File: config.mk
export PLATFORM = sky130hd
export DESIGN_NAME = buzzer_pattern_sequencer_flat
export DESIGN_NICKNAME = d
export VERILOG_FILES = /design/src/bps_pkg.sv /design/src/bps_req_if.sv /design/src/bps_rsp_if.sv /design/src/bps_phase_calc.sv /design/src/buzzer_pattern_sequencer.sv /design/src/flat_wrapper.sv
export SDC_FILE = /design/constraint.sdc
export NUM_CORES = 1
export LEC_CHECK = 0
export BUFFER_PORTS_ARGS = -buffer_cell sky130_fd_sc_hd__buf_2
export CORE_MARGIN = 8
export CORE_UTILIZATION = 55
export DETAILED_ROUTE_END_ITERATION = 7
export PLACE_DENSITY = 0.73
export SYNTH_ARGS = -nofsm -noshare
export SYNTH_HDL_FRONTEND = slang
export SYNTH_SLANG_ARGS = --single-unit
File: constraint.sdc
create_clock -name clock -period 5.43 [get_ports clock]
set_clock_uncertainty 0.2 [all_clocks]
set_input_delay 0.543 -clock clock [delete_from_list [all_inputs] [get_ports clock]]
set_output_delay 0.543 -clock clock [all_outputs]
set_load 0.05 [all_outputs]
File: src/bps_pkg.sv
// ----------------------------------------------------------------------------
// bps_pkg
// Shared types, codes and reset values for the buzzer pattern sequencer.
// ----------------------------------------------------------------------------
`timescale 1ns / 1ps
`default_nettype none

package bps_pkg;

   localparam int TICK_W = 16;
   localparam int PAT_W = 2;
   localparam int CODE_W = 3;
   localparam int IDX_W = 2;
   localparam int CSR_IDX_W = 2;

   localparam int PULSE_COUNT_DEF = 3;

   localparam logic [TICK_W-1:0] LONG_TICKS_RST = 16'd2000;
   localparam logic [TICK_W-1:0] SHORT_TICKS_RST = 16'd300;
   localparam logic [TICK_W-1:0] STEP_TICKS_RST = 16'd100;

   typedef enum logic {
      ACT_TICK = 1'b0,
      ACT_EVENT = 1'b1
   } action_type;

   typedef enum logic [PAT_W-1:0] {
      PAT_LONG = 2'd0,
      PAT_SHORT = 2'd1,
      PAT_TRIPLE = 2'd2,
      PAT_SETUP = 2'd3
   } pattern_type;

   typedef enum logic [CSR_IDX_W-1:0] {
      CSR_LONG_TICKS = 2'd0,
      CSR_SHORT_TICKS = 2'd1,
      CSR_STEP_TICKS = 2'd2,
      CSR_UNUSED = 2'd3
   } csr_index_type;

   typedef struct packed {
      logic [TICK_W-1:0] long_ticks;
      logic [TICK_W-1:0] short_ticks;
      logic [TICK_W-1:0] step_ticks;
   } timing_cfg_type;

   typedef struct packed {
      pattern_type pattern;
      logic [IDX_W-1:0] index;
   } phase_req_type;

endpackage

`default_nettype wire

File: src/bps_req_if.sv
// ----------------------------------------------------------------------------
// bps_req_if
// Request channel: one tick or pattern event per transfer.
// ----------------------------------------------------------------------------
`timescale 1ns / 1ps
`default_nettype none

interface bps_req_if;
   logic valid;
   logic ready;
   logic action;
   logic [bps_pkg::CODE_W-1:0] pattern_code;

   modport source (output valid, output action, output pattern_code, input ready);
   modport sink (input valid, input action, input pattern_code, output ready);
endinterface

`default_nettype wire

File: src/bps_rsp_if.sv
// ----------------------------------------------------------------------------
// bps_rsp_if
// Response channel: buzzer level and busy flag, one transfer per request.
// ----------------------------------------------------------------------------
`timescale 1ns / 1ps
`default_nettype none

interface bps_rsp_if;
   logic valid;
   logic ready;
   logic buzzer_on;
   logic busy_res;

   modport source (output valid, output buzzer_on, output busy_res, input ready);
   modport sink (input valid, input buzzer_on, input busy_res, output ready);
endinterface

`default_nettype wire

File: src/bps_phase_calc.sv
// ----------------------------------------------------------------------------
// bps_phase_calc
// Phase duration in ticks for a pattern and pulse index, clamped to >= 1.
// ----------------------------------------------------------------------------
`timescale 1ns / 1ps
`default_nettype none

module bps_phase_calc (
   input  wire bps_pkg::timing_cfg_type cfg,
   input  wire bps_pkg::phase_req_type  req,
   output logic [bps_pkg::TICK_W-1:0]   ticks
);

   localparam int CUT_W = bps_pkg::TICK_W + 2;

   logic [CUT_W-1:0] cut;
   logic [CUT_W-1:0] short_ext;
   logic [bps_pkg::TICK_W-1:0] dur;

   // step * index, index is at most 3
   always_comb begin
      cut = (req.index[0] ? CUT_W'(cfg.step_ticks) : '0)
          + (req.index[1] ? CUT_W'({cfg.step_ticks, 1'b0}) : '0);
      short_ext = CUT_W'(cfg.short_ticks);
   end

   always_comb begin
      unique case (req.pattern)
         bps_pkg::PAT_LONG: begin
            dur = cfg.long_ticks;
         end
         bps_pkg::PAT_SETUP: begin
            dur = (cut >= short_ext) ? '0 : cfg.short_ticks - cut[bps_pkg::TICK_W-1:0];
         end
         default: begin
            dur = cfg.short_ticks;
         end
      endcase
      ticks = (dur == '0) ? bps_pkg::TICK_W'(1) : dur;
   end

endmodule

`default_nettype wire

File: src/buzzer_pattern_sequencer.sv
// ----------------------------------------------------------------------------
// buzzer_pattern_sequencer
// Steps beep patterns on ticks and events; reports buzzer level and busy.
//
//   Port       Dir   Width  Transfer
//   req_chan   in    1+3    valid & ready: action, pattern_code
//   rsp_chan   out   1+1    valid & ready: buzzer_on, busy_res
//   csr_*      in    2+16   csr_write: csr_index, csr_data
//
// One request per cycle unless the response is stalled; its response is valid on the next cycle.
// The sequencer state and response flag are one register stage.
// A new request is taken while the response slot is empty or being drained.
// Synchronous reset: idle, buzzer off, timing registers at 2000/300/100.
// ----------------------------------------------------------------------------
`timescale 1ns / 1ps
`default_nettype none

module buzzer_pattern_sequencer #(
   parameter int PULSE_COUNT = bps_pkg::PULSE_COUNT_DEF
) (
   input  wire                                clock,
   input  wire                                reset,
   bps_req_if.sink                            req_chan,
   bps_rsp_if.source                          rsp_chan,
   input  wire                                csr_write,
   input  wire [bps_pkg::CSR_IDX_W-1:0]       csr_index,
   input  wire [bps_pkg::TICK_W-1:0]          csr_data
);

   localparam int TW = bps_pkg::TICK_W;
   localparam int IW = bps_pkg::IDX_W;
   localparam logic [IW:0] PULSES = (IW+1)'(PULSE_COUNT);

   bps_pkg::timing_cfg_type cfg_ff;
   bps_pkg::pattern_type    pattern_ff, pattern_in;
   logic                    playing_ff, playing_in;
   logic [IW-1:0]           index_ff, index_in;
   logic                    level_ff, level_in;
   logic [TW-1:0]           ticks_ff, ticks_in;
   logic                    rsp_valid_ff;

   logic                    req_xfer;
   logic                    is_event;
   logic [IW:0]             next_index;
   logic [IW:0]             pulses;
   bps_pkg::phase_req_type  phase_req;
   logic [TW-1:0]           phase_ticks;

   assign req_chan.ready = !rsp_valid_ff || rsp_chan.ready;
   assign req_xfer = req_chan.valid && req_chan.ready;
   assign is_event = (req_chan.action == bps_pkg::ACT_EVENT);

   assign rsp_chan.valid = rsp_valid_ff;
   assign rsp_chan.buzzer_on = level_ff;
   assign rsp_chan.busy_res = playing_ff;

   // configuration
   always_ff @(posedge clock) begin
      if (reset) begin
         cfg_ff.long_ticks <= bps_pkg::LONG_TICKS_RST;
         cfg_ff.short_ticks <= bps_pkg::SHORT_TICKS_RST;
         cfg_ff.step_ticks <= bps_pkg::STEP_TICKS_RST;
      end else if (csr_write) begin
         unique case (bps_pkg::csr_index_type'(csr_index))
            bps_pkg::CSR_LONG_TICKS:  cfg_ff.long_ticks <= csr_data;
            bps_pkg::CSR_SHORT_TICKS: cfg_ff.short_ticks <= csr_data;
            bps_pkg::CSR_STEP_TICKS:  cfg_ff.step_ticks <= csr_data;
            default: ;
         endcase
      end
   end

   assign next_index = {1'b0, index_ff} + (IW+1)'(1);
   assign pulses = (pattern_ff == bps_pkg::PAT_TRIPLE || pattern_ff == bps_pkg::PAT_SETUP)
                 ? PULSES : (IW+1)'(1);

   always_comb begin
      if (is_event) begin
         phase_req.pattern = bps_pkg::pattern_type'(req_chan.pattern_code[bps_pkg::PAT_W-1:0]);
         phase_req.index = '0;
      end else if (level_ff) begin
         phase_req.pattern = pattern_ff;
         phase_req.index = index_ff;
      end else begin
         phase_req.pattern = pattern_ff;
         phase_req.index = next_index[IW-1:0];
      end
   end

   bps_phase_calc u_phase (
      .cfg   (cfg_ff),
      .req   (phase_req),
      .ticks (phase_ticks)
   );

   always_comb begin
      pattern_in = pattern_ff;
      playing_in = playing_ff;
      index_in = index_ff;
      level_in = level_ff;
      ticks_in = ticks_ff;
      priority if (is_event) begin
         if (!req_chan.pattern_code[bps_pkg::CODE_W-1]) begin
            pattern_in = phase_req.pattern;
            playing_in = 1'b1;
            index_in = '0;
            level_in = 1'b1;
            ticks_in = phase_ticks;
         end else begin
            playing_in = 1'b0;
         end
      end else if (playing_ff) begin
         priority if (ticks_ff > TW'(1)) begin
            ticks_in = ticks_ff - TW'(1);
         end else if (level_ff) begin
            level_in = 1'b0;
            ticks_in = phase_ticks;
         end else if (next_index < pulses) begin
            index_in = next_index[IW-1:0];
            level_in = 1'b1;
            ticks_in = phase_ticks;
         end else begin
            playing_in = 1'b0;
            ticks_in = '0;
         end
      end else begin
         // tick while idle: hold
      end
   end

   always_ff @(posedge clock) begin
      if (reset) begin
         pattern_ff <= bps_pkg::PAT_LONG;
         playing_ff <= 1'b0;
         index_ff <= '0;
         level_ff <= 1'b0;
         ticks_ff <= '0;
         rsp_valid_ff <= 1'b0;
      end else begin
         if (req_xfer) begin
            pattern_ff <= pattern_in;
            playing_ff <= playing_in;
            index_ff <= index_in;
            level_ff <= level_in;
            ticks_ff <= ticks_in;
         end
         if (req_xfer) begin
            rsp_valid_ff <= 1'b1;
         end else if (rsp_chan.ready) begin
            rsp_valid_ff <= 1'b0;
         end
      end
   end

   a_playing_has_ticks: assert property (@(posedge clock) disable iff (reset)
      playing_ff |-> ticks_ff != '0)
      else $error("playing with zero ticks left");

   a_index_in_range: assert property (@(posedge clock) disable iff (reset)
      playing_ff |-> {1'b0, index_ff} < pulses)
      else $error("pulse index beyond pattern length");

   a_single_pulse_index: assert property (@(posedge clock) disable iff (reset)
      (playing_ff && (pattern_ff == bps_pkg::PAT_LONG || pattern_ff == bps_pkg::PAT_SHORT))
      |-> index_ff == '0)
      else $error("single pulse pattern past first pulse");

   a_event_starts_on: assert property (@(posedge clock) disable iff (reset)
      (req_xfer && is_event && !req_chan.pattern_code[bps_pkg::CODE_W-1])
      |=> (rsp_valid_ff && level_ff && playing_ff))
      else $error("known event did not start pattern with buzzer on");

   a_unknown_holds_level: assert property (@(posedge clock) disable iff (reset)
      (req_xfer && is_event && req_chan.pattern_code[bps_pkg::CODE_W-1])
      |=> (!playing_ff && level_ff == $past(level_ff)))
      else $error("unknown code changed level or kept playing");

endmodule

`default_nettype wire

File: src/flat_wrapper.sv
// flat-port wrapper written by rule: the top's interface ports become plain ports
module buzzer_pattern_sequencer_flat 
#(
   parameter int PULSE_COUNT = bps_pkg::PULSE_COUNT_DEF
)
  (clock, reset, csr_write, csr_index, csr_data, req_chan_valid, req_chan_action, req_chan_pattern_code, req_chan_ready, rsp_chan_valid, rsp_chan_buzzer_on, rsp_chan_busy_res, rsp_chan_ready);
  bps_req_if req_chan_i ();
  bps_rsp_if rsp_chan_i ();
  input  wire clock;
  input  wire reset;
  input  wire csr_write;
  input  wire [bps_pkg::CSR_IDX_W-1:0] csr_index;
  input  wire [bps_pkg::TICK_W-1:0] csr_data;
  input wire logic [$bits(req_chan_i.valid)-1:0] req_chan_valid;
  input wire logic [$bits(req_chan_i.action)-1:0] req_chan_action;
  input wire logic [$bits(req_chan_i.pattern_code)-1:0] req_chan_pattern_code;
  output wire logic [$bits(req_chan_i.ready)-1:0] req_chan_ready;
  output wire logic [$bits(rsp_chan_i.valid)-1:0] rsp_chan_valid;
  output wire logic [$bits(rsp_chan_i.buzzer_on)-1:0] rsp_chan_buzzer_on;
  output wire logic [$bits(rsp_chan_i.busy_res)-1:0] rsp_chan_busy_res;
  input wire logic [$bits(rsp_chan_i.ready)-1:0] rsp_chan_ready;
  assign req_chan_i.valid = req_chan_valid;
  assign req_chan_i.action = req_chan_action;
  assign req_chan_i.pattern_code = req_chan_pattern_code;
  assign req_chan_ready = req_chan_i.ready;
  assign rsp_chan_valid = rsp_chan_i.valid;
  assign rsp_chan_buzzer_on = rsp_chan_i.buzzer_on;
  assign rsp_chan_busy_res = rsp_chan_i.busy_res;
  assign rsp_chan_i.ready = rsp_chan_ready;
  buzzer_pattern_sequencer #(.PULSE_COUNT(PULSE_COUNT)) u_core (.clock(clock), .reset(reset), .req_chan(req_chan_i), .rsp_chan(rsp_chan_i), .csr_write(csr_write), .csr_index(csr_index), .csr_data(csr_data));
endmodule
==> After elaboration in Yosys (flattened, before gate mapping) <==
Cells that the tools add are included.
W data, S select, Z words.
{ "totals": {"inputBits": 27, "word_cells": 75, "output_inout_bits": 4, "register_bits": 71} }
{ "op_classes": {"addsub": 4, "eq_ne": 8, "bitwise_logic": 1, "order_cmp": 3, "n_mux": 33, "n_reduce_logical": 17} }
{ "ops": {"columns": ["cell", "count"], "rows": [
  ["$mux W16", 9],
  ["$pmux W16 S2", 1],
  ["$add A18 B17 Y18", 1],
  ["$ge A18 B16 Y1", 1],
  ["$mux W17", 1],
  ["$gt A16 B1 Y1 const B", 1],
  ["$logic_not A16 Y1", 1],
  ["$mux W2", 8],
  ["$sub A16 B1 Y16 const B", 1],
  ["$sub A16 B16 Y16", 1],
  ["$mux W1", 13],
  ["$eq A2 B2 Y1 const B", 4],
  ["$ne A2 B2 Y1 const B", 3],
  ["$reduce_and A2 Y1", 3],
  ["$reduce_and A3 Y1", 2],
  ["$reduce_and A6 Y1", 1],
  ["$reduce_bool A2 Y1", 3],
  ["$logic_not A2 Y1", 2],
  ["$mux W4", 1],
  ["$reduce_and A4 Y1", 1],
  ["$add A2 B1 Y3 const B", 1],
  ["$lt A3 B3 Y1", 1],
  ["$eq A2 B1 Y1 const B", 1],
  ["$logic_or A1 B1 Y1", 2],
  ["other kinds (3)", 3]
]} }

==> Depth between registers and ports, before layout <==
Gate-level depths: netlist of run 1.
{ "logic_depth": {"word_depth": 15, "mapped_depth": 26, "mapped_depth_nobuf": 25} }

==> Modules after synthesis <==
Synthesis of run 1 repeated with hierarchy kept, for this count alone.
{ "unflattened": {"cells_unflattened": 773, "hier_area_um2": 5886.9} }
{ "modules_own_cells": {"columns": ["module", "instances", "area_per_inst_um2", "cells_each"], "rows": [
  ["buzzer_pattern_sequencer", 1, 3268.1, 404],
  ["bps_phase_calc", 1, 2618.8, 369]
]} }

==> Worst setup path after synthesis of run 1 <==
Ideal clock, no wire load.
{ "synth_timing": {"path_kind": "reg2reg", "from": "register u_core.level_ff, in the netlist u_core.rsp_chan.buzzer_on", "to": "register u_core.ticks_ff[0]", "path_buffers": 2, "path_stages_with_launch": 22, "arrival_ns": 4.792, "slack_ns": 0.305, "required_time_ns": 5.097, "path_cell_list": "dfxtp_1 > mux2i_1 > nor2_1 > clkbuf_1 > nand2_1 > fa_1 > inv_1 > a21oi_1 > o21bai_1 > a21o_1 > a21o_1 > xor2_1 > ha_1 > clkbuf_1 > a21o_1 > a21o_1 > a21oi_1 > o31ai_1 > a221o_1 > or4b_2 > nand3_1 > o32ai_2"} }
{ "synth_between": {"elab_chain_len": 14, "elab_cells_between_ends": 17, "cone_classes": "add/sub (2); order compare (1); mux (13); reduce/logical (1)"} }
{ "synth_lines": {"columns": ["item", "line_no", "rtl"], "rows": [
  ["from (decl)", "buzzer_pattern_sequencer.sv:38", "logic level_ff, level_in;"],
  ["from (signal assigned)", "buzzer_pattern_sequencer.sv:144", "level_ff <= level_in;"],
  ["$mux W2", "buzzer_pattern_sequencer.sv:81", "end else if (level_ff) begin"],
  ["$mux W4", "buzzer_pattern_sequencer.sv:78", "if (is_event) begin"],
  ["$mux W16 or $mux W17 (tied branches)", "bps_phase_calc.sv:22, bps_phase_calc.sv:23", null],
  ["$add A18 B17 Y18", "bps_phase_calc.sv:23", "+ (req.index[1] ? CUT_W'({cfg.step_ticks, 1'b0}) : '0);"],
  ["$sub A16 B16 Y16 or $ge A18 B16 Y1 (tied branches)", "bps_phase_calc.sv:33", "dur = (cut >= short_ext) ? '0 : cfg.short_ticks - cut[bps_pkg::TICK_W-1:0];"],
  ["$mux W16", "bps_phase_calc.sv:33", null],
  ["$pmux W16 S2", "bps_phase_calc.sv:28", "unique case (req.pattern)"],
  ["$logic_not A16 Y1", "bps_phase_calc.sv:39", "ticks = (dur == '0) ? bps_pkg::TICK_W'(1) : dur;"],
  ["$mux W16", "bps_phase_calc.sv:39", null],
  ["$mux W16", "buzzer_pattern_sequencer.sv:118", "end else if (next_index < pulses) begin"],
  ["$mux W16", "buzzer_pattern_sequencer.sv:115", "end else if (level_ff) begin"],
  ["$mux W16", "buzzer_pattern_sequencer.sv:113", "priority if (ticks_ff > TW'(1)) begin"],
  ["$mux W16", "buzzer_pattern_sequencer.sv:112", "end else if (playing_ff) begin"],
  ["$mux W16 *", "buzzer_pattern_sequencer.sv:102", "priority if (is_event) begin"],
  ["to (signal assigned)", "buzzer_pattern_sequencer.sv:145", "ticks_ff <= ticks_in;"],
  ["to (decl)", "buzzer_pattern_sequencer.sv:39", "logic [TW-1:0] ticks_ff, ticks_in;"]
]} }
Every way passes the cells marked *; elsewhere a longest branch is shown, timed or not. The select of a mux whose other input is x is not followed.
A chain may end at the register's enable or synchronous reset.

==> Final worst setup path of run 1 <==
{ "layout_timing": {"from": "register u_core.index_ff[0]", "to": "register u_core.ticks_ff[0]"} }
{ "layout_between": {"elab_chain_len": 15, "elab_cells_between_ends": 19, "cone_classes": "add/sub (3); order compare (2); mux (13); reduce/logical (1)"} }
{ "layout_lines": {"columns": ["item", "line_no", "rtl"], "rows": [
  ["from (decl)", "buzzer_pattern_sequencer.sv:37", "logic [IW-1:0] index_ff, index_in;"],
  ["from (signal assigned)", "buzzer_pattern_sequencer.sv:143", "index_ff <= index_in;"],
  ["$add A2 B1 Y3", "buzzer_pattern_sequencer.sv:73", "assign next_index = {1'b0, index_ff} + (IW+1)'(1);"],
  ["$mux W2", "buzzer_pattern_sequencer.sv:81", null],
  ["$mux W4", "buzzer_pattern_sequencer.sv:78", null],
  ["$mux W16 or $mux W17 (tied branches)", "bps_phase_calc.sv:22, bps_phase_calc.sv:23", null],
  ["$add A18 B17 Y18", "bps_phase_calc.sv:23", null],
  ["$sub A16 B16 Y16 or $ge A18 B16 Y1 (tied branches)", "bps_phase_calc.sv:33", null],
  ["$mux W16", "bps_phase_calc.sv:33", null],
  ["$pmux W16 S2", "bps_phase_calc.sv:28", null],
  ["$logic_not A16 Y1", "bps_phase_calc.sv:39", null],
  ["$mux W16", "bps_phase_calc.sv:39", null],
  ["$mux W16", "buzzer_pattern_sequencer.sv:118", null],
  ["$mux W16", "buzzer_pattern_sequencer.sv:115", null],
  ["$mux W16", "buzzer_pattern_sequencer.sv:113", null],
  ["$mux W16", "buzzer_pattern_sequencer.sv:112", null],
  ["$mux W16 *", "buzzer_pattern_sequencer.sv:102", null]
]} }
Marks and branches as above.

==> impl_metrics.tcl, run 1 <==
set metrics [dict create \
    whs_path_depth 3 \
    cts.root.buffer_cell "clkbuf_8" \
    dp.cells 920 \
    ir_drop_v 0.000142 \
    die_h_um 118 \
    coreArea_sq_mm 0.0102 \
    syn_to_final_growth_pct 9.35 \
    antenna_cells 0 \
    cts_buffers 9 \
    grt-ovfl-total 0 \
    post-route-min-period_ns 5.18 \
    yosysTopAreaCell "dfxtp_1" \
    finalSetupViolCount 0 \
    synth-edff-count 0 \
    worst-r2r-setup-slack_ns 0.25 \
    holdCritStartpoint "req_chan_valid" \
    power.leakage_nw 2.70 \
    synth-seq-area-share 0.250 \
    synthArstFlopShare 0 \
    grt_pass1_wl_um 26800 \
    synth_cells 779 \
    die_area_sq_mm 0.0139 \
    syn_area_sq_mm 0.00569 \
    wl_um 16900 \
    hold_buffers 0 \
    antenna_found_initial 0 \
    start_util 0.559 \
    pin_count 31 \
    die_width_um 118 \
    syn_nets 860 \
    regToRegStartpoint "u_core.index_ff[0]" \
    clkTransAtPathRegs_ns 0.08 \
    status "finished clean" \
    timing.final.crit_share 0.954 \
    fmax_ghz 0.193 \
    wire_per_inst_um 18.1 \
    ant_nets 0 \
    hold_viol 0 \
    critPathMaxFanout 15 \
    netlist.area_leader.share 0.250 \
    dpl.hpwl_um 13000 \
    p_per_area_mw_per_mm2 240 \
    worstMarginPinSlew_ns 1.20 \
    nNetsFinal 879 \
    gp_congestion 0.980 \
    cap_violations 0 \
    num_rows 37 \
    synth_ff_type "dfxtp_1" \
    cts_tree "yes" \
    reg2reg_depth 21 \
    syn_avg_cell_area_sq_um 7.30 \
    slew_violations 0 \
    viasPerCell 6.16 \
    drt_first_pass_iters 5 \
    r2r_end "u_core.ticks_ff[0]" \
    clkLatencyLatePin_ns 0.37 \
    ys_warn_count 0 \
    ys_seq_elements 71 \
    synth_area_leaders "dfxtp_1 25%, ha_1 11%, nand2_1 8.9%" \
    cp-start-kind "flop" \
    grt_max_degree 56 \
    required_ns 5.47 \
    total_power_mw 1.49 \
    drive_gt1_frac 0.112 \
    clock_sinks 71 \
    stdcell_count 939 \
    stdcell_area_sq_mm 0.00622 \
    hold_end "u_core.rsp_chan.valid" \
    vias 5788 \
    drtIter0Drc 415 \
    grt_pass1_vias 5417 \
    placed_cell_area_sq_mm 0.00595 \
    gr-usage-all-layers 0.236 \
    critical_path_class "flop to flop" \
    port_buffers 30 \
    cts_max_level 3 \
    endpoint_kind "flop" \
    hold_class "input pin to flop" \
    synth.distinct_cells 66 \
    clockBufferDepth 2 \
    fillers 958 \
    drc 0 \
    arrival_ns 5.22 \
    slew_headroom 0.199 \
]
metal layers:
metal | vias to the layer above | part of all wire | GRT usage
met5 | - | 0 | 0
met4 | 0 | 0.032 | 0.116
met3 | 41 | 0.062 | 0.0436
met2 | 237 | 0.46 | 0.387
met1 | 2729 | 0.44 | 0.291
li1 | 2781 | - | -
cells in the final DEF (no fill, tap or decap), drive strengths merged, types with 5 or more instances in the layout:
cell type,n
a211oi,10
a21o,16
a21oi,97
a22oi,5
a31oi,7
and2,32
and3,7
buf,45
clkbuf,12
dfxtp,71
ha,51
inv,51
mux2i,6
nand2,135
nand2b,9
nand3,20
nor2,46
nor3,17
nor4,8
o211ai,16
o21ai,35
o21bai,6
o31ai,14
or4,5
xnor2,12
xor2,13
cells in the mapped netlist (5+ instances only):
cell,count
ha_1,51
inv_1,51
nand2b_1,9
a22oi_1,5
o211ai_1,15
and2_1,32
o21bai_1,6
a21o_1,16
nor4_1,8
o21ai_0,32
clkbuf_1,30
nor2_1,43
mux2i_1,6
a211oi_1,10
xnor2_1,12
and3_1,7
nand2_1,135
xor2_1,13
nand3_1,20
nor3_1,16
a31oi_1,7
a21oi_1,97
dfxtp_1,71
o31ai_1,14
registers in the layout, indices dropped and copies added (netlist names):
register	count
u_core.rsp_chan.busy_res	1
u_core.index_ff	2
u_core.ticks_ff	16
u_core.rsp_chan.valid	1
u_core.rsp_chan.buzzer_on	1
u_core.cfg_ff	48
u_core.pattern_ff	2
where the power goes:
group	internal (mW)	total (mW)	switching (mW)
registers	0.547	0.575	0.0285
clock network	0.223	0.430	0.208
logic	0.179	0.487	0.308
total	0.949	1.49	0.544
per-stage QoR:
step | hold WS (ns) | setup TNS [ns] | utilization | worst slack (ns)
global route | 0.236 | -0.0772 | 0.611 | -0.0539
finish | 0.210 | 0 | 0.611 | 0.249
floorplan | 0.232 | 0 | - | 0.305
detailed placement | 0.262 | 0 | 0.584 | 0.0770
CTS | 0.203 | 0 | 0.603 | 0.0492
global placement | 0.253 | 0 | 0.584 | 0.168
cells by family after synthesis:
kind of cell / Yosys count / share of synthesized area
muxes: 7 / 0.0125
adders and majority gates: 54 / 0.123
DFF: 71 / 0.250
AOI/OAI and AO/OA: 234 / 0.261
and+or+nand+nor: 299 / 0.254
buffers and inverters: 89 / 0.0618
xor gates and xnor gates: 25 / 0.0385
layout make-up:
type,count,area [sq um],share of cell area
clock inverters,4,45.0,0.00724
well taps,136,170,0.0274
multi-input cells,619,3980,0.640
flip-flops and latches,71,1420,0.229
repair buffers,45,263,0.0422
clock buffers,12,145,0.0233
inverters,52,195,0.0314
worst max-delay path by stage:
| stage | slack, ns | startpoint | cells after the start | endpoint |
|---|---|---|---|---|
| 3_3_place_gp | 0.17 | u_core.index_ff[0] | 23 | u_core.ticks_ff[0] |
| 6_report | 0.25 | u_core.index_ff[0] | 21 | u_core.ticks_ff[0] |
| 5_1_grt | -0.05 | u_core.index_ff[0] | 21 | u_core.ticks_ff[0] |
| 3_5_place_dp | 0.08 | u_core.index_ff[0] | 23 | u_core.ticks_ff[0] |
| 4_1_cts | 0.05 | u_core.index_ff[0] | 23 | u_core.ticks_ff[0] |
| 2_1_floorplan | 0.30 | u_core.rsp_chan.buzzer_on | 21 | u_core.ticks_ff[0] |
repair_timing:
action | 4_1_cts | 5_1_grt
resized for setup | 0 | 16
setup endpoints to repair | 0 | 13
setup buffers | 0 | 3
worst max-delay path, cell delays in order (launching register included):
cell and delay, ns:
dfxtp_2 0.36, ha_1 0.30, mux2i_1 0.08, nor2_2 0.16, buf_4 0.22, nand2_1 0.12, fa_1 0.46, inv_1 0.07
a21oi_1 0.07, o21bai_1 0.22, a21o_1 0.16, a21o_1 0.14, xor2_1 0.24, ha_1 0.30, a21o_1 0.17, a21o_1 0.20
a21oi_1 0.16, o31ai_1 0.11, a221o_1 0.40, or4b_2 0.69, nand3_1 0.13, o32ai_2 0.09
Note: power is estimated with default switching activity, not from simulation.
==> run 2, diff against run 1 <==
Settings changed: CORE_ASPECT_RATIO set to 2.
==> run 2 against run 1 <==
Combinational power increased by 2%. Die area is 1.4% higher. Worst setup slack worse by 0.060 ns. Cell count grew 0.53%. Clock power up 38%. Final area increased by 2.5%. Critical path depth grew 3. Fmax down 1.1%. Sequential power is essentially flat. Largest cell class unchanged. Highest routed layer unchanged.
==> impl_metrics.tcl, run 2 (synthesis results as in run 1) <==
set metrics [dict create \
    hold_ws_ns 0.246 \
    regToRegStartpoint "u_core.index_ff[1]" \
    worst_slack_ns 0.189 \
    grt_use_met2 0.463 \
    post-route-util 0.633 \
    die_h_um 160 \
    critPathMaxFanout 16 \
    port_buffers 30 \
    clkLatencyLatePin_ns 0.34 \
    final_cell_mix "135 x nand2_1, 95 x a21oi_1, 70 x dfxtp_1" \
    gr-usage-all-layers 0.255 \
    worst-r2r-setup-slack_ns 0.19 \
    dpl.hpwl_um 13600 \
    coreArea_sq_mm 0.0101 \
    dpl_worst_slack_ns 0.0937 \
    top_regs "u_core.cfg_ff: 48 flops, u_core.ticks_ff: 16 flops" \
    num_rows 52 \
    cts_buffers 9 \
    grt_use_met1 0.260 \
    antenna_cells 0 \
    cap_violations 0 \
    grt_pass1_wl_um 28200 \
    cts.root.buffer_cell "clkbuf_16" \
    arrival_ns 5.25 \
    drt_first_pass_iters 5 \
    ant_nets 0 \
    critical_path_class "flop to flop" \
    largest_reg_flops 48 \
    power.leakage_nw 2.77 \
    post-route-min-period_ns 5.24 \
    wire_per_inst_um 18.6 \
    grt-ovfl-total 0 \
    ir_drop_v 0.000169 \
    hold_buffers 0 \
    endpoint_kind "flop" \
    cts_max_level 3 \
    placed_cell_area_sq_mm 0.00600 \
    grt_max_degree 57 \
    slew_violations 0 \
    pin_count 31 \
    drtIter0Drc 289 \
    gp_congestion 0.925 \
    die_area_sq_mm 0.0141 \
    clock_sinks 71 \
    nNetsFinal 885 \
    regMostFlops "u_core.cfg_ff" \
    rsz0062_at_grt "true" \
    syn_to_final_growth_pct 12.1 \
    die_width_um 87.9 \
    final_common_cell "nand2_1" \
    wl_um 17600 \
    dp.cells 925 \
    worstMarginPinSlew_ns 1.22 \
    grt-busiest-layer "met2" \
    cp-start-kind "flop" \
    hold_end "u_core.cfg_ff[38]" \
    stdcell_count 944 \
    clkTransAtPathRegs_ns 0.06 \
    vias 5769 \
    status "finished clean" \
    cts_tree "yes" \
    reg2reg_depth 24 \
    timing.final.crit_share 0.965 \
    fmax_ghz 0.191 \
    viasPerCell 6.11 \
    holdCritStartpoint "csr_data[6]" \
    finalSetupViolCount 0 \
    drive_gt1_frac 0.116 \
    stdcell_area_sq_mm 0.00638 \
    use_met3 0.0391 \
    hold_class "input pin to flop" \
    whs_path_depth 3 \
    hold_viol 0 \
    start_util 0.564 \
    r2r_end "u_core.ticks_ff[0]" \
    clockBufferDepth 2 \
    required_ns 5.44 \
    slew_headroom 0.185 \
    grt_pass1_vias 5735 \
    antenna_found_initial 0 \
    drc 0 \
    p_per_area_mw_per_mm2 261 \
]
==> run 2: changes by cell type in the layout (fill, tap and decap cells not counted), sizes merged <==
| cell | change |
|---|---|
| buf | +6 |
| clkbuf | -3 |
| clkinvlp | +2 |
| inv | +1 |
==> run 2: worst max-delay path, cell delays in order (launching register included) <==
cell and delay, ns:
dfxtp_2 0.34, ha_1 0.29, mux2i_1 0.08, nor2_2 0.14
buf_12 0.15, and2_1 0.15, ha_1 0.18, inv_1 0.06
fa_1 0.42, inv_1 0.10, a21oi_2 0.07, o21ai_1 0.30
a21oi_2 0.12, nor2b_1 0.11, o21ai_0 0.08, nand2b_1 0.13
xor2_1 0.17, ha_2 0.32, nand2_1 0.10, nor3_2 0.06
and3_1 0.20, a221o_2 0.44, or4b_2 0.67, nand3_1 0.12
o32ai_2 0.09
==> run 2: through the flow <==
step / TNS (ns) / power [mW]
finish: 0 / 1.67
global route: -0.272 / 1.75
CTS: 0 / 1.66
detailed placement: 0 / 1.06
global placement: 0 / 1.05
floorplan: 0 / 0.935
==> run 2: worst max-delay path by stage <==
| stage | depth (start not counted) | slack, ns | to | from |
|---|---|---|---|---|
| after floorplan | 21 | 0.30 | u_core.ticks_ff[0] | u_core.rsp_chan.buzzer_on |
| after global placement | 22 | 0.13 | u_core.ticks_ff[0] | u_core.index_ff[1] |
| after detailed placement | 25 | 0.09 | u_core.ticks_ff[0] | u_core.index_ff[1] |
| after CTS | 27 | 0.03 | u_core.ticks_ff[0] | u_core.index_ff[1] |
| after global routing | 27 | -0.12 | u_core.ticks_ff[0] | u_core.index_ff[1] |
| final | 24 | 0.19 | u_core.ticks_ff[0] | u_core.index_ff[1] |
==> run 2: what timing repair did <==
| item | 4_1_cts | 5_1_grt |
|---|---|---|
| buffers inserted | 0 | 3 |
| endpoints found under the setup margin | 0 | 15 |
| resized for setup | 0 | 13 |
==> run 2: per-layer routing <==
metal | part of all wire | vias to the layer above
met4 | 0.049 | 0
met5 | 0 | -
met3 | 0.042 | 67
li1 | - | 2794
met1 | 0.37 | 2701
met2 | 0.54 | 207
==> run 2: power by group <==
part	leakage, nW	total [mW]	internal (mW)	switching, mW
clock network	0.142	0.595	0.356	0.239
registers	0.579	0.575	0.547	0.0273
logic	2.05	0.497	0.180	0.317
==> run 2: cell type report <==
cell class | instances | area, sq um
Fill cell | 955 | 3710
Sequential cell | 71 | 1420
Clock inverter | 7 | 72.6
Timing Repair Buffer | 51 | 320
Inverter | 52 | 195
Tap cell | 135 | 169
Multi-Input combinational cell | 619 | 3970
Clock buffer | 9 | 225
==> run 3, diff against run 2 <==
Settings changed: CORE_ASPECT_RATIO 2 to 0.75, CTS_CLUSTER_DIAMETER set to 100.
==> run 3 against run 2 <==
Fmax is 0.48% higher. Worst setup slack better by 0.025 ns. Total power increased by 5.4%. Die area fell by 1.2%. Combinational power decreased by 1%. Via count is 0.28% lower. Largest cell class unchanged. Highest routed layer unchanged.
==> impl_metrics.tcl, run 3 (synthesis results as in run 1) <==
set metrics [dict create \
    nNetsFinal 879 \
    endpoint_kind "flop" \
    p_per_area_mw_per_mm2 275 \
    grt_max_degree 57 \
    status "finished clean" \
    drt_first_pass_iters 5 \
    path_delay_family "compound AO/OA/AOI/OAI gates" \
    gp_congestion 0.970 \
    die_width_um 133 \
    power.leakage_nw 2.77 \
    syn_to_final_growth_pct 12.2 \
    die_h_um 104 \
    cp-start-kind "flop" \
    fin_tns_setup_ns 0 \
    wl_um 16700 \
    viasPerCell 6.13 \
    cts_buffers 9 \
    clock_sinks 71 \
    cts_max_level 3 \
    finalSetupViolCount 0 \
    critPathSlowestCell "or4b_2" \
    max_stage_delay_ns 0.69 \
    rsz0062_at_grt "false" \
    grt-ovfl-total 0 \
    grt_pass1_wl_um 26800 \
    clkTransAtPathRegs_ns 0.06 \
    drc 0 \
    clockBufferDepth 2 \
    largest_reg_flops 48 \
    ir_drop_v 0.000274 \
    hold_viol 0 \
    start_util 0.559 \
    cts.root.buffer_cell "clkbuf_16" \
    port_buffers 30 \
    wire_per_inst_um 17.8 \
    post-route-min-period_ns 5.22 \
    arrival_ns 5.23 \
    required_ns 5.45 \
    drtIter0Drc 539 \
    drive_gt1_frac 0.111 \
    worstMarginPinSlew_ns 1.15 \
    path_common_cell "a21o_1" \
    ant_nets 0 \
    timing.final.crit_share 0.961 \
    num_rows 32 \
    post-route-util 0.628 \
    die_area_sq_mm 0.0139 \
    antenna_cells 0 \
    top_regs "u_core.cfg_ff: 48 flops, u_core.ticks_ff: 16 flops" \
    pin_count 31 \
    vias 5753 \
    antenna_found_initial 0 \
    cts_tree "yes" \
    coreArea_sq_mm 0.0102 \
    dpl.hpwl_um 12600 \
    hold_class "flop to flop" \
    cp_cell_sequence "ha_1, mux2i_1, nor2_2, buf_6, and2_1, ha_1, inv_1, fa_1, inv_1, a21oi_2, o21bai_2, a21o_1, a21o_1, xor2_2, ha_1, a21o_1, a21o_1, a21oi_1, o31ai_1, a221o_1, or4b_2, nand3_1, o32ai_2" \
    slew_violations 0 \
    regMostFlops "u_core.cfg_ff" \
    critPathMaxFanout 8 \
    fmax_ghz 0.192 \
    final_cell_mix "135 x nand2_1, 93 x a21oi_1, 70 x dfxtp_1" \
    gr-usage-all-layers 0.236 \
    cp_num_buf_inv 3 \
    slew_headroom 0.232 \
    grt_pass1_vias 5363 \
    cap_violations 0 \
    clkLatencyLatePin_ns 0.34 \
    critical_path_class "flop to flop" \
    final_common_cell "nand2_1" \
]
-- run 3: path summary, 6_finish.rpt --
| path | startpoint | end | slack, ns | cells after the start |
|---|---|---|---|---|
| min | u_core.cfg_ff[11] | u_core.cfg_ff[11] | 0.26 | 2 |
| max reg2reg | u_core.index_ff[0] | u_core.ticks_ff[0] | 0.21 | 23 |
| min reg2reg | u_core.cfg_ff[11] | u_core.cfg_ff[11] | 0.26 | 2 |
| max | u_core.index_ff[0] | u_core.ticks_ff[0] | 0.21 | 23 |
-- run 3: per-layer routing --
metal / up-vias / global-route usage / routed length (um)
li1: 2789 / - / -
met1: 2686 / 0.323 / 7800
met2: 241 / 0.356 / 7100
met3: 37 / 0.0584 / 1450
met4: 0 / 0.0703 / 366
met5: - / 0 / 0
-- run 3: tightest hold or removal path: stages (launching register included) --
cell     delay, ns
dfxtp_1       0.31
nand2_1       0.05
a21oi_1       0.05
-- run 3: report_power, final --
group	internal (mW)	total [mW]	switching [mW]	leakage, nW
sequential	0.548	0.576	0.0281	0.579
clock	0.462	0.690	0.228	0.164
combinational	0.179	0.490	0.311	2.03
-- run 3: metrics by stage --
stage	instance area (sq um)	hold slack [ns]	total power [mW]	setup slack [ns]	cells
after detailed placement	5930	0.255	1.05	0.180	918
after floorplan	5690	0.232	0.935	0.305	779
after global routing	6380	0.275	1.84	0.0169	939
after global placement	5930	0.251	1.04	0.275	918
after CTS	6270	0.258	1.74	0.161	934
final	6380	0.258	1.76	0.214	939
-- run 3: timing repair --
action / 4_1_cts / 5_1_grt
resized for setup: 0 / 18
setup buffers: 0 / 4
endpoints found under the setup margin: 0 / 14
hold buffers: 0 / 0
-- run 3: cell type report --
| class | count | area [sq um] |
|---|---|---|
| sequential | 71 | 1420 |
| tap | 136 | 170 |
| clock buffer | 13 | 250 |
| clock inverter | 3 | 90.1 |
| multi-input combinational | 619 | 3990 |
| timing repair buffer | 45 | 264 |
| inverter | 52 | 195 |
| fill | 939 | 3790 |
